**config.mk**
```make
export PLATFORM = sky130hd
export DESIGN_NAME = magnetometer_offset_calibration_top
export DESIGN_NICKNAME = d
export VERILOG_FILES = /design/src/rtl/mocal_pkg.sv /design/src/rtl/mocal_axis.sv /design/src/rtl/magnetometer_offset_calibration_top.sv
export SDC_FILE = /design/constraint.sdc
export NUM_CORES = 1
export LEC_CHECK = 0
export ABC_AREA = 0
export BUFFER_PORTS_ARGS = -buffer_cell sky130_fd_sc_hd__buf_2
export CAP_MARGIN = 20
export CORE_MARGIN = 4
export CORE_UTILIZATION = 55
export DETAILED_ROUTE_END_ITERATION = 8
export PLACE_DENSITY = 0.73
export SLEW_MARGIN = 10
export SYNTH_ARGS = -nofsm -noshare
export SYNTH_HDL_FRONTEND = slang
export SYNTH_HIERARCHICAL = 1
export SYNTH_SLANG_ARGS = --single-unit
export TNS_END_PERCENT = 5
```
**constraint.sdc**
```tcl
create_clock -name clk -period 7.33 [get_ports clk]
set_input_delay 1.466 -clock clk [delete_from_list [all_inputs] [get_ports clk]]
set_output_delay 1.466 -clock clk [all_outputs]
set_load 0.02 [all_outputs]
```
**src/rtl/mocal_pkg.sv**
```systemverilog
// ----------------------------------------------------------------------------
// mocal_pkg
// Shared types and constants for the magnetometer offset calibration block.
// ----------------------------------------------------------------------------
package mocal_pkg;

  localparam int unsigned RawWidth    = 16;
  localparam int unsigned SumWidth    = 17;
  localparam int unsigned CountWidth  = 16;

  localparam logic [CountWidth-1:0] SamplesReset = 16'd10000;

  localparam logic signed [RawWidth-1:0] RawMax = 16'sh7FFF;
  localparam logic signed [RawWidth-1:0] RawMin = -16'sh8000;

  // Input command codes carried in tuser.
  localparam logic CmdSample = 1'b0;
  localparam logic CmdStart  = 1'b1;

  // Per-axis control for one item as it moves into the result register.
  typedef struct packed {
    logic advance;
    logic clear;
    logic track;
    logic load;
  } axis_ctrl_t;

endpackage

```
**src/rtl/mocal_axis.sv**
```systemverilog
// ----------------------------------------------------------------------------
// mocal_axis
// One axis: min/max tracker, offset sum register and corrected-sample path.
// ----------------------------------------------------------------------------
module mocal_axis (
  input  logic                                        clk,
  input  logic                                        rst,
  input  mocal_pkg::axis_ctrl_t                       ctrl,
  input  logic signed [mocal_pkg::RawWidth-1:0]       raw,
  output logic signed [mocal_pkg::SumWidth-1:0]       offset_after,
  output logic signed [mocal_pkg::RawWidth-1:0]       corrected
);

  logic signed [mocal_pkg::RawWidth-1:0] minimum;
  logic signed [mocal_pkg::RawWidth-1:0] maximum;
  logic signed [mocal_pkg::SumWidth-1:0] offset_sum;
  logic signed [mocal_pkg::RawWidth-1:0] minimum_next;
  logic signed [mocal_pkg::RawWidth-1:0] maximum_next;
  logic signed [mocal_pkg::SumWidth-1:0] sum_new;
  logic signed [17:0]                    diff;
  logic signed [17:0]                    diff_adj;
  logic signed [17:0]                    half;

  always_comb begin
    minimum_next = (raw < minimum) ? raw : minimum;
    maximum_next = (raw > maximum) ? raw : maximum;
    sum_new = $signed({minimum_next[15], minimum_next}) +
              $signed({maximum_next[15], maximum_next});
    offset_after = ctrl.load ? sum_new : offset_sum;
  end

  // Halving with truncation toward zero: odd negative values round up.
  always_comb begin
    diff = $signed({raw[15], raw, 1'b0}) - $signed({offset_after[16], offset_after});
    diff_adj = diff + $signed({17'd0, diff[17]});
    half = diff_adj >>> 1;
    if (half > $signed(18'sd32767)) begin
      corrected = mocal_pkg::RawMax;
    end else if (half < -$signed(18'sd32768)) begin
      corrected = mocal_pkg::RawMin;
    end else begin
      corrected = half[15:0];
    end
  end

  always_ff @(posedge clk) begin
    if (rst) begin
      minimum    <= mocal_pkg::RawMax;
      maximum    <= mocal_pkg::RawMin;
      offset_sum <= '0;
    end else if (ctrl.advance) begin
      if (ctrl.clear) begin
        minimum <= mocal_pkg::RawMax;
        maximum <= mocal_pkg::RawMin;
      end else if (ctrl.track) begin
        minimum <= minimum_next;
        maximum <= maximum_next;
      end
      if (ctrl.load) begin
        offset_sum <= sum_new;
      end
    end
  end

endmodule

```
**src/rtl/magnetometer_offset_calibration_top.sv**
```systemverilog
// ----------------------------------------------------------------------------
// magnetometer_offset_calibration_top
// Hard-iron offset calibration for a three-axis magnetometer stream.
//
//   Channel  Direction  Handshake                Payload
//   s_*      in         s_tvalid / s_tready      raw X/Y/Z, start command
//   m_*      out        m_tvalid / m_tready      corrected X/Y/Z, offsets, flags
//   cfg_*    in         cfg_valid / cfg_ready    calibration sample count
//
// One item is accepted per cycle unless the output stalls; each item passes
// through an input register and then a result register before it is presented.
// Tracker and offset state is updated as an item moves into the result
// register. The input register refills in the same cycle the result register
// is taken, so a stalled output halts the input without a bubble.
// Reset is synchronous; cfg_ready is always high.
// ----------------------------------------------------------------------------
module magnetometer_offset_calibration_top (
  input  logic          clk,
  input  logic          rst,
  input  logic          s_tvalid,
  output logic          s_tready,
  input  logic [47:0]   s_tdata,   // raw_x, raw_y, raw_z
  input  logic [0:0]    s_tuser,   // command
  output logic          m_tvalid,
  input  logic          m_tready,
  output logic [103:0]  m_tdata,   // corrected_x/y/z, offset_twice_x/y/z, zero pad
  output logic [1:0]    m_tuser,   // calibrating, calibration_done
  input  logic          cfg_valid,
  output logic          cfg_ready,
  input  logic [15:0]   cfg_data   // calibration_samples
);

  logic [mocal_pkg::CountWidth-1:0] calibration_samples;
  logic [mocal_pkg::CountWidth-1:0] samples_left;
  logic [mocal_pkg::CountWidth-1:0] samples_left_next;
  logic [mocal_pkg::CountWidth-1:0] count_dec;
  logic                             in_calibration;
  logic                             in_calibration_next;

  logic                             in_valid;
  logic                             in_command;
  logic [47:0]                      in_raw;
  logic                             advance;
  logic                             done;
  mocal_pkg::axis_ctrl_t            ctrl;

  logic signed [mocal_pkg::SumWidth-1:0] offset_after [3];
  logic signed [mocal_pkg::RawWidth-1:0] corrected    [3];

  assign cfg_ready = 1'b1;

  always_ff @(posedge clk) begin
    if (rst) begin
      calibration_samples <= mocal_pkg::SamplesReset;
    end else if (cfg_valid && cfg_ready) begin
      calibration_samples <= cfg_data;
    end
  end

  assign advance  = in_valid && (!m_tvalid || m_tready);
  assign s_tready = !in_valid || advance;

  always_ff @(posedge clk) begin
    if (rst) begin
      in_valid <= 1'b0;
    end else if (s_tready) begin
      in_valid <= s_tvalid;
    end
  end

  always_ff @(posedge clk) begin
    if (s_tvalid && s_tready) begin
      in_command <= s_tuser[0];
      in_raw     <= s_tdata;
    end
  end

  always_comb begin
    count_dec           = samples_left - 16'd1;
    ctrl.advance        = advance;
    ctrl.clear          = (in_command == mocal_pkg::CmdStart);
    ctrl.track          = (in_command == mocal_pkg::CmdSample) && in_calibration;
    done                = ctrl.track && (count_dec == '0);
    ctrl.load           = done;
    samples_left_next   = samples_left;
    in_calibration_next = in_calibration;
    if (ctrl.clear) begin
      samples_left_next   = (calibration_samples == '0) ? 16'd1 : calibration_samples;
      in_calibration_next = 1'b1;
    end else if (ctrl.track) begin
      samples_left_next = count_dec;
      if (done) begin
        in_calibration_next = 1'b0;
      end
    end
  end

  always_ff @(posedge clk) begin
    if (rst) begin
      samples_left   <= '0;
      in_calibration <= 1'b0;
    end else if (advance) begin
      samples_left   <= samples_left_next;
      in_calibration <= in_calibration_next;
    end
  end

  for (genvar a = 0; a < 3; a++) begin : g_axis
    mocal_axis u_axis (
      .clk          (clk),
      .rst          (rst),
      .ctrl         (ctrl),
      .raw          ($signed(in_raw[16*a +: 16])),
      .offset_after (offset_after[a]),
      .corrected    (corrected[a])
    );
  end

  always_ff @(posedge clk) begin
    if (rst) begin
      m_tvalid <= 1'b0;
    end else if (advance) begin
      m_tvalid <= 1'b1;
    end else if (m_tready) begin
      m_tvalid <= 1'b0;
    end
  end

  always_ff @(posedge clk) begin
    if (advance) begin
      m_tdata <= {5'd0, offset_after[2], offset_after[1], offset_after[0],
                  corrected[2], corrected[1], corrected[0]};
      m_tuser <= {done, in_calibration_next};
    end
  end

`ifndef SYNTH
  a_run_count : assert property (@(posedge clk) disable iff (rst)
    in_calibration == (samples_left != '0))
    else $error("calibration flag and sample counter disagree");

  a_start_enters : assert property (@(posedge clk) disable iff (rst)
    advance && ctrl.clear |=> in_calibration)
    else $error("start item did not enter calibration");

  a_done_leaves : assert property (@(posedge clk) disable iff (rst)
    advance && done |=> !in_calibration && m_tvalid && m_tuser[1])
    else $error("completed run did not leave calibration");

  a_done_flags : assert property (@(posedge clk) disable iff (rst)
    m_tvalid && m_tuser[1] |-> !m_tuser[0])
    else $error("result flags both calibrating and done");
`endif

endmodule
```
## Word level (Yosys, flattened, before mapping)

Cells that the tools add are included.

| word-level totals | value |
|---|---|
| register bits | 332 |
| input bits | 70 |

| operators by class | value |
|---|---|
| add/subtract/negate cells | 10 |
| $lt $le $gt $ge | 12 |
| muxes and demuxes | 32 |
| bitwise gates (word level) | 1 |
| reduce and logical (&&, ||, !) cells | 13 |

Operator list:

| kind | number |
|---|---|
| 16-bit 2-to-1 mux | 24 |
| 18-bit by 2-bit adder with 18-bit output | 3 |
| 17-bit by 17-bit subtractor with 18-bit output | 3 |
| 16-bit by 16-bit adder with 17-bit output | 3 |
| 17-bit by 16-bit > comparator with 1-bit output (second input constant) | 3 |
| 17-bit by 16-bit < comparator with 1-bit output (second input constant) | 3 |
| 17-bit 2-to-1 mux | 3 |
| 16-bit > comparator | 3 |
| 16-bit < comparator | 3 |
| 16-bit zero test | 2 |
| 16-bit by 1-bit subtractor with 16-bit output (second input constant) | 1 |
| 1-bit 2-to-1 mux | 5 |
| 1-bit logical AND | 4 |
| 2-bit nonzero test | 2 |
| 1-bit zero test | 2 |
| 1-bit logical OR | 2 |
| 2-bit AND reduction | 1 |
| 1-bit NOT | 1 |

## Logic depth before layout (Yosys ltp)

| depth | value |
|---|---|
| word-level depth | 8 |
| mapped depth | 42 |
| gate-level depth less buffers | 39 |

## Hierarchy

The synthesis kept the hierarchy.

By module, submodules not included:

| module | instances | cells each | area each (µm²) |
|---|---|---|---|
| magnetometer_offset_calibration_top | 1 | 381 | 6451.2 |
| mocal_axis (g_axis[0].u_axis) | 1 | 636 | 5290.1 |
| mocal_axis (g_axis[1].u_axis) | 1 | 647 | 5170.0 |
| mocal_axis (g_axis[2].u_axis) | 1 | 622 | 5122.4 |

## Worst setup path after synthesis

OpenSTA, ideal clock, no wires.

| timing path | value |
|---|---|
| kind | register -> register |
| from | register in_raw[9] |
| to | register m_tdata[0], data pin |
| setup time | 0.269 ns |
| arrival | 7.687 ns |
| data required time | 7.061 ns |
| setup slack | -0.626 ns |
| cell stages (with the launch flop) | 36 |
| path buffers | 3 |
| clock period less this slack | 7.956 ns |
| cells stage by stage | edfxtp_1 > ha_1 > a21o_1 > a21o_1 > a21o_1 > a21o_1 > a21o_1 > a2111oi_0 > a221o_1 > buf_2 > buf_1 > mux2_1 > ha_1 > nor2b_1 > o21a_1 > o21ai_1 > a21oi_1 > a41o_1 > o41ai_1 > o21a_1 > mux2i_1 > a21o_1 > ha_1 > nand2b_1 > and2_1 > nand3_1 > nand2_1 > a31o_2 > nor2_1 > ha_1 > and4_1 > nand4_4 > a2111o_1 > a21oi_4 > buf_8 > o21ai_2 |

| on the way | value |
|---|---|
| cells in the longest elaborated chain, start to end | 8 |
| elaborated cells between the ends (all ways) | 11 |
| those cells by class | add/sub: 3; order compare: 4; mux: 4 |

Ends and longest elaborated chain:

| what | RTL line | RTL |
|---|---|---|
| start, declared | magnetometer_offset_calibration_top.sv:42 | `logic [47:0] in_raw;` |
| start signal, assigned | magnetometer_offset_calibration_top.sv:74 | `in_raw <= s_tdata;` |
| 16-bit < comparator / 16-bit > comparator (equally long branches) | mocal_axis.sv:25, mocal_axis.sv:26 |  |
| 16-bit 2-to-1 mux (on tied branches) | mocal_axis.sv:25, mocal_axis.sv:26 |  |
| 16-bit by 16-bit adder with 17-bit output | mocal_axis.sv:27 | `sum_new = $signed({minimum_next[15], minimum_next}) +` |
| 17-bit 2-to-1 mux | mocal_axis.sv:29 | `offset_after = ctrl.load ? sum_new : offset_sum;` |
| 17-bit by 17-bit subtractor with 18-bit output (*) | mocal_axis.sv:34 | `diff = $signed({raw[15], raw, 1'b0}) - $signed({offset_after[16], offset_after});` |
| 18-bit by 2-bit adder with 18-bit output (*) | mocal_axis.sv:35 | `diff_adj = diff + $signed({17'd0, diff[17]});` |
| 17-bit by 16-bit < comparator with 1-bit output | mocal_axis.sv:39 | `end else if (half < -$signed(18'sd32768)) begin` |
| 16-bit 2-to-1 mux | mocal_axis.sv:39 |  |
| end signal, assigned | magnetometer_offset_calibration_top.sv:131 | `m_tdata <= {5'd0, offset_after[2], offset_after[1], offset_after[0],` |
| end, declared | magnetometer_offset_calibration_top.sv:26 | `output logic [103:0] m_tdata,` |

Every way passes the cells marked *; elsewhere a longest branch is shown, timed or not.
A chain may end at the register's enable or synchronous reset.

## Final worst setup path

| timing path | value |
|---|---|
| from | register in_raw[17] |
| to | register m_tdata[20], data pin |

| on the way | value |
|---|---|
| cells in the longest elaborated chain, start to end | 8 |
| elaborated cells between the ends (all ways) | 11 |
| those cells by class | add/sub: 3; order compare: 4; mux: 4 |

Ends and longest elaborated chain:

| what | RTL line |
|---|---|
| 16-bit < comparator / 16-bit > comparator (equally long branches) | mocal_axis.sv:25, mocal_axis.sv:26 |
| 16-bit 2-to-1 mux (on tied branches) | mocal_axis.sv:25, mocal_axis.sv:26 |
| 16-bit by 16-bit adder with 17-bit output | mocal_axis.sv:27 |
| 17-bit 2-to-1 mux | -- |
| 17-bit by 17-bit subtractor with 18-bit output (*) | mocal_axis.sv:34 |
| 18-bit by 2-bit adder with 18-bit output (*) | mocal_axis.sv:35 |
| 17-bit by 16-bit < comparator with 1-bit output | mocal_axis.sv:39 |
| 16-bit 2-to-1 mux | mocal_axis.sv:39 |

Marks and branches as above.

==> flow_summary_export.csv <==
group,metric,value,unit
sta,slew_violations,0,
placed_design,place_area,25600,um^2
yosys,synth_area_leader_cell,"edfxtp_1",
setup_path,critPathArrivalTime,7.76,ns
global_route,track_usage,26.6,%
yosys,synth_cells,2286,
routing,avgViaCountPerCell,5.76,
setup_path,max_stage_delay,0.44,ns
floorplanning,die_w,208,um
floorplanning,dieArea,43300,um^2
yosys,synth.distinct_cells,124,
sta,whs,0.455,ns
clocking,cts_tree,"yes",
setup_path,timing.rr.end,"m_tdata[20]",
sta,skew,0.0147,ns
pwr,p_leak,12.5,nW
routing,antenna_left,0,
setup_path,required,7.62,ns
yosys,synth_area_leaders,"edfxtp_1 (20%), dfxtp_1 (17%), ha_1 (11%)",
clocking,clkTransAtPathRegs,0.06,ns
sta,setup_violations,31,
sta,max_slew_margin,22.8,%
placed_design,numPortBuffers,172,
placed_design,dp.cells,3216,
hold_path,hold_class,"flop to flop",
placed_design,hpwl,42.6,mm
yosys,synth_common_cells,"ha_1 (194), inv_1 (189), dfxtp_1 (182), nor2_1 (172), edfxtp_1 (150)",
floorplanning,die-height,208,um
yosys,synth_seq_cells,332,
sta,worst_slack,-0.133,ns
yosys,synth_most_common_cell,"ha_1",
setup_path,rr_worst_depth,37,
clocking,cts-root-buf,"clkbuf_16",
global_route,grt_pass1_wl,96.8,mm
routing,drt_wl_total,60.3,mm
floorplanning,fp-row-count,73,
clocking,clock-sinks,332,
global_route,globalRouteOverflowTotal,0,
setup_path,path_max_fanout,8,
clocking,clockBufferDepth,3,
yosys,synth.top_cell.area_share,20.4,%
sta,max_freq,134,MHz
yosys,syn_area,22000,um^2
pwr,power_per_cell_area,198,nW/um^2
finish,syn2layout_area_growth,29.2,%
setup_path,critPathLaunch,"in_raw[17]",
sta,post-route-period-util,102,%
clocking,ctsHtreeMaxLevel,2,
clocking,cts_buffers,38,
sta,min_period,7.46,ns
placed_design,place.gp.congestion,0.902,
status,violations,"negative setup slack",
run,max-cap-violations,0,
routing,drcViolationCount,0,
finish,diodes,0,
floorplanning,initial_core_util,55.6,%
routing,vias,19600,
sta,worst_pin_slew,1.15,ns
routing,dr.pass1.iters,5,
setup_path,slowest_stage,"edfxtp_1",
floorplanning,num_io_pins,179,
sta,rsz0062_at_grt,"yes",
setup_path,rr_startpoint,"in_raw[17]",
finish,instances_no_fill,3403,
routing,drt-initial-drc-count,1061,
status,outcome,"complete, but fails checks",
finish,design_area,28500,um^2
global_route,antenna_found_initial,0,
placed_design,dp_slack,-0.932,ns
setup_path,end_kind,"flop",
setup_path,cp-start-kind,"flop",
routing,routedWlPerCell,17.7,um
setup_path,worstSetupPathType,"flop to flop",
global_route,grt_max_degree,59,
yosys,synth-main-ff-cell,"dfxtp_1",
pwr,peakVddDrop,0.181,mV
clocking,hold_buffers,0,
setup_path,crit_top_cell,"o21a_1",
yosys,yosysWarnings,6,
finish,finish.utilization,71.8,%
yosys,synth.avg_cell_area,9.64,um^2
clocking,insertion_delay,0.56,ns
finish,drive_above_1_share,32.4,%
setup_path,rrSetupSlack,-0.13,ns
floorplanning,coreArea,39600,um^2
yosys,synth_edf_count,150,
yosys,ys_seq_area_share,37.0,%
global_route,grt_pass1_vias,19600,
setup_path,endpoint,"m_tdata[20]",
finish,nets,3119,
sta,finalHoldViolCount,0,
yosys,synthArstFlopShare,0,%
## worst max-delay path, delay by kind of cell (launching register included)
kind	cells	cell delay, ns
and+or+nand+nor	10	1.69
adders and majority gates	4	0.99
buffers and inverters	3	0.41
AOI/OAI and AO/OA	17	2.87
DFF	1	0.44
muxes	3	0.80
## routing by layer
metal | wire (um) | vias to the layer above | global-route usage, % | part of all wire [%]
met5 | 0 | - | 0 | 0
met4 | 2310 | 0 | 10.2 | 3.8
met3 | 3120 | 172 | 4.33 | 5.2
met2 | 30000 | 576 | 47.3 | 50
met1 | 24800 | 9292 | 32.4 | 41
li1 | - | 9553 | - | -
## worst min-delay path by stage
| stage | startpoint | endpoint | slack (ns) | cells past startpoint |
|---|---|---|---|---|
| after floorplan | g_axis[0].u_axis/offset_sum[10] | g_axis[0].u_axis/offset_sum[10] | 0.44 | 2 |
| after global placement | g_axis[0].u_axis/offset_sum[14] | g_axis[0].u_axis/offset_sum[14] | 0.44 | 2 |
| after detailed placement | g_axis[1].u_axis/offset_sum[12] | g_axis[1].u_axis/offset_sum[12] | 0.45 | 2 |
| after CTS | g_axis[1].u_axis/offset_sum[12] | g_axis[1].u_axis/offset_sum[12] | 0.45 | 2 |
| after global routing | g_axis[1].u_axis/offset_sum[12] | g_axis[1].u_axis/offset_sum[12] | 0.46 | 2 |
| final | g_axis[1].u_axis/offset_sum[12] | g_axis[1].u_axis/offset_sum[12] | 0.45 | 2 |
## kinds of logic after synthesis
kind of cell	synth area share, %
multiplexers	7.02
AND/OR/NAND/NOR	13.6
flip-flops	37.0
XOR/XNOR	4.79
other	0.0341
adder cells (fa/ha/maj)	11.6
buffers and inverters	5.48
AO/OA/AOI/OAI	20.5
## through the flow
stage          TNS, ns  power [mW]
2_1_floorplan   -11.14        3.10
3_3_place_gp    -15.42        3.53
3_5_place_dp    -25.41        3.58
4_1_cts              0        5.60
5_1_grt         -16.19        5.90
6_report         -2.83        5.62
## power by group
group / leakage (nW) / switching (mW) / internal [mW]
logic: 9.00 / 0.878 / 0.750
registers: 2.92 / 0.0476 / 2.03
clock network: 0.608 / 0.775 / 1.14
total: 12.5 / 1.70 / 3.92
## layout by cell type, fill, tap and decap left out, types with 43 or more instances in the layout
master,instances
xnor2_1,63
o21ai_0,66
mux2_2,53
buf_4,402
a21oi_1,96
ha_1,178
a21o_1,51
xor2_1,46
o21ai_2,43
mux2i_1,58
edfxtp_1,150
dfxtp_1,182
inv_1,187
nor2_1,164
buf_2,171
nand2_1,140
## flip-flops by register name (all words and copies together) (netlist names), 2 cells and up
name and flops:
g_axis.u_axis/offset_sum 51, calibration_samples 16, in_raw 48, m_tdata 99, g_axis.u_axis/minimum 48, m_tuser 2
samples_left 16, g_axis.u_axis/maximum 48
## final cells by class
cell class,instances,area (um^2)
Clock buffer,52,1040
Clock inverter,17,189
Fill cell,2925,11200
Inverter,192,721
Multi-Input combinational cell,1674,13400
Sequential cell,332,8150
Tap cell,525,657
Timing Repair Buffer,611,4330
## timing repair
item	CTS	global route
setup endpoints to repair	46	62
resized for setup	106	79
setup buffers	96	17
gates cloned	1	1
pin swaps	68	64
Power figures use the tool's default switching activity.
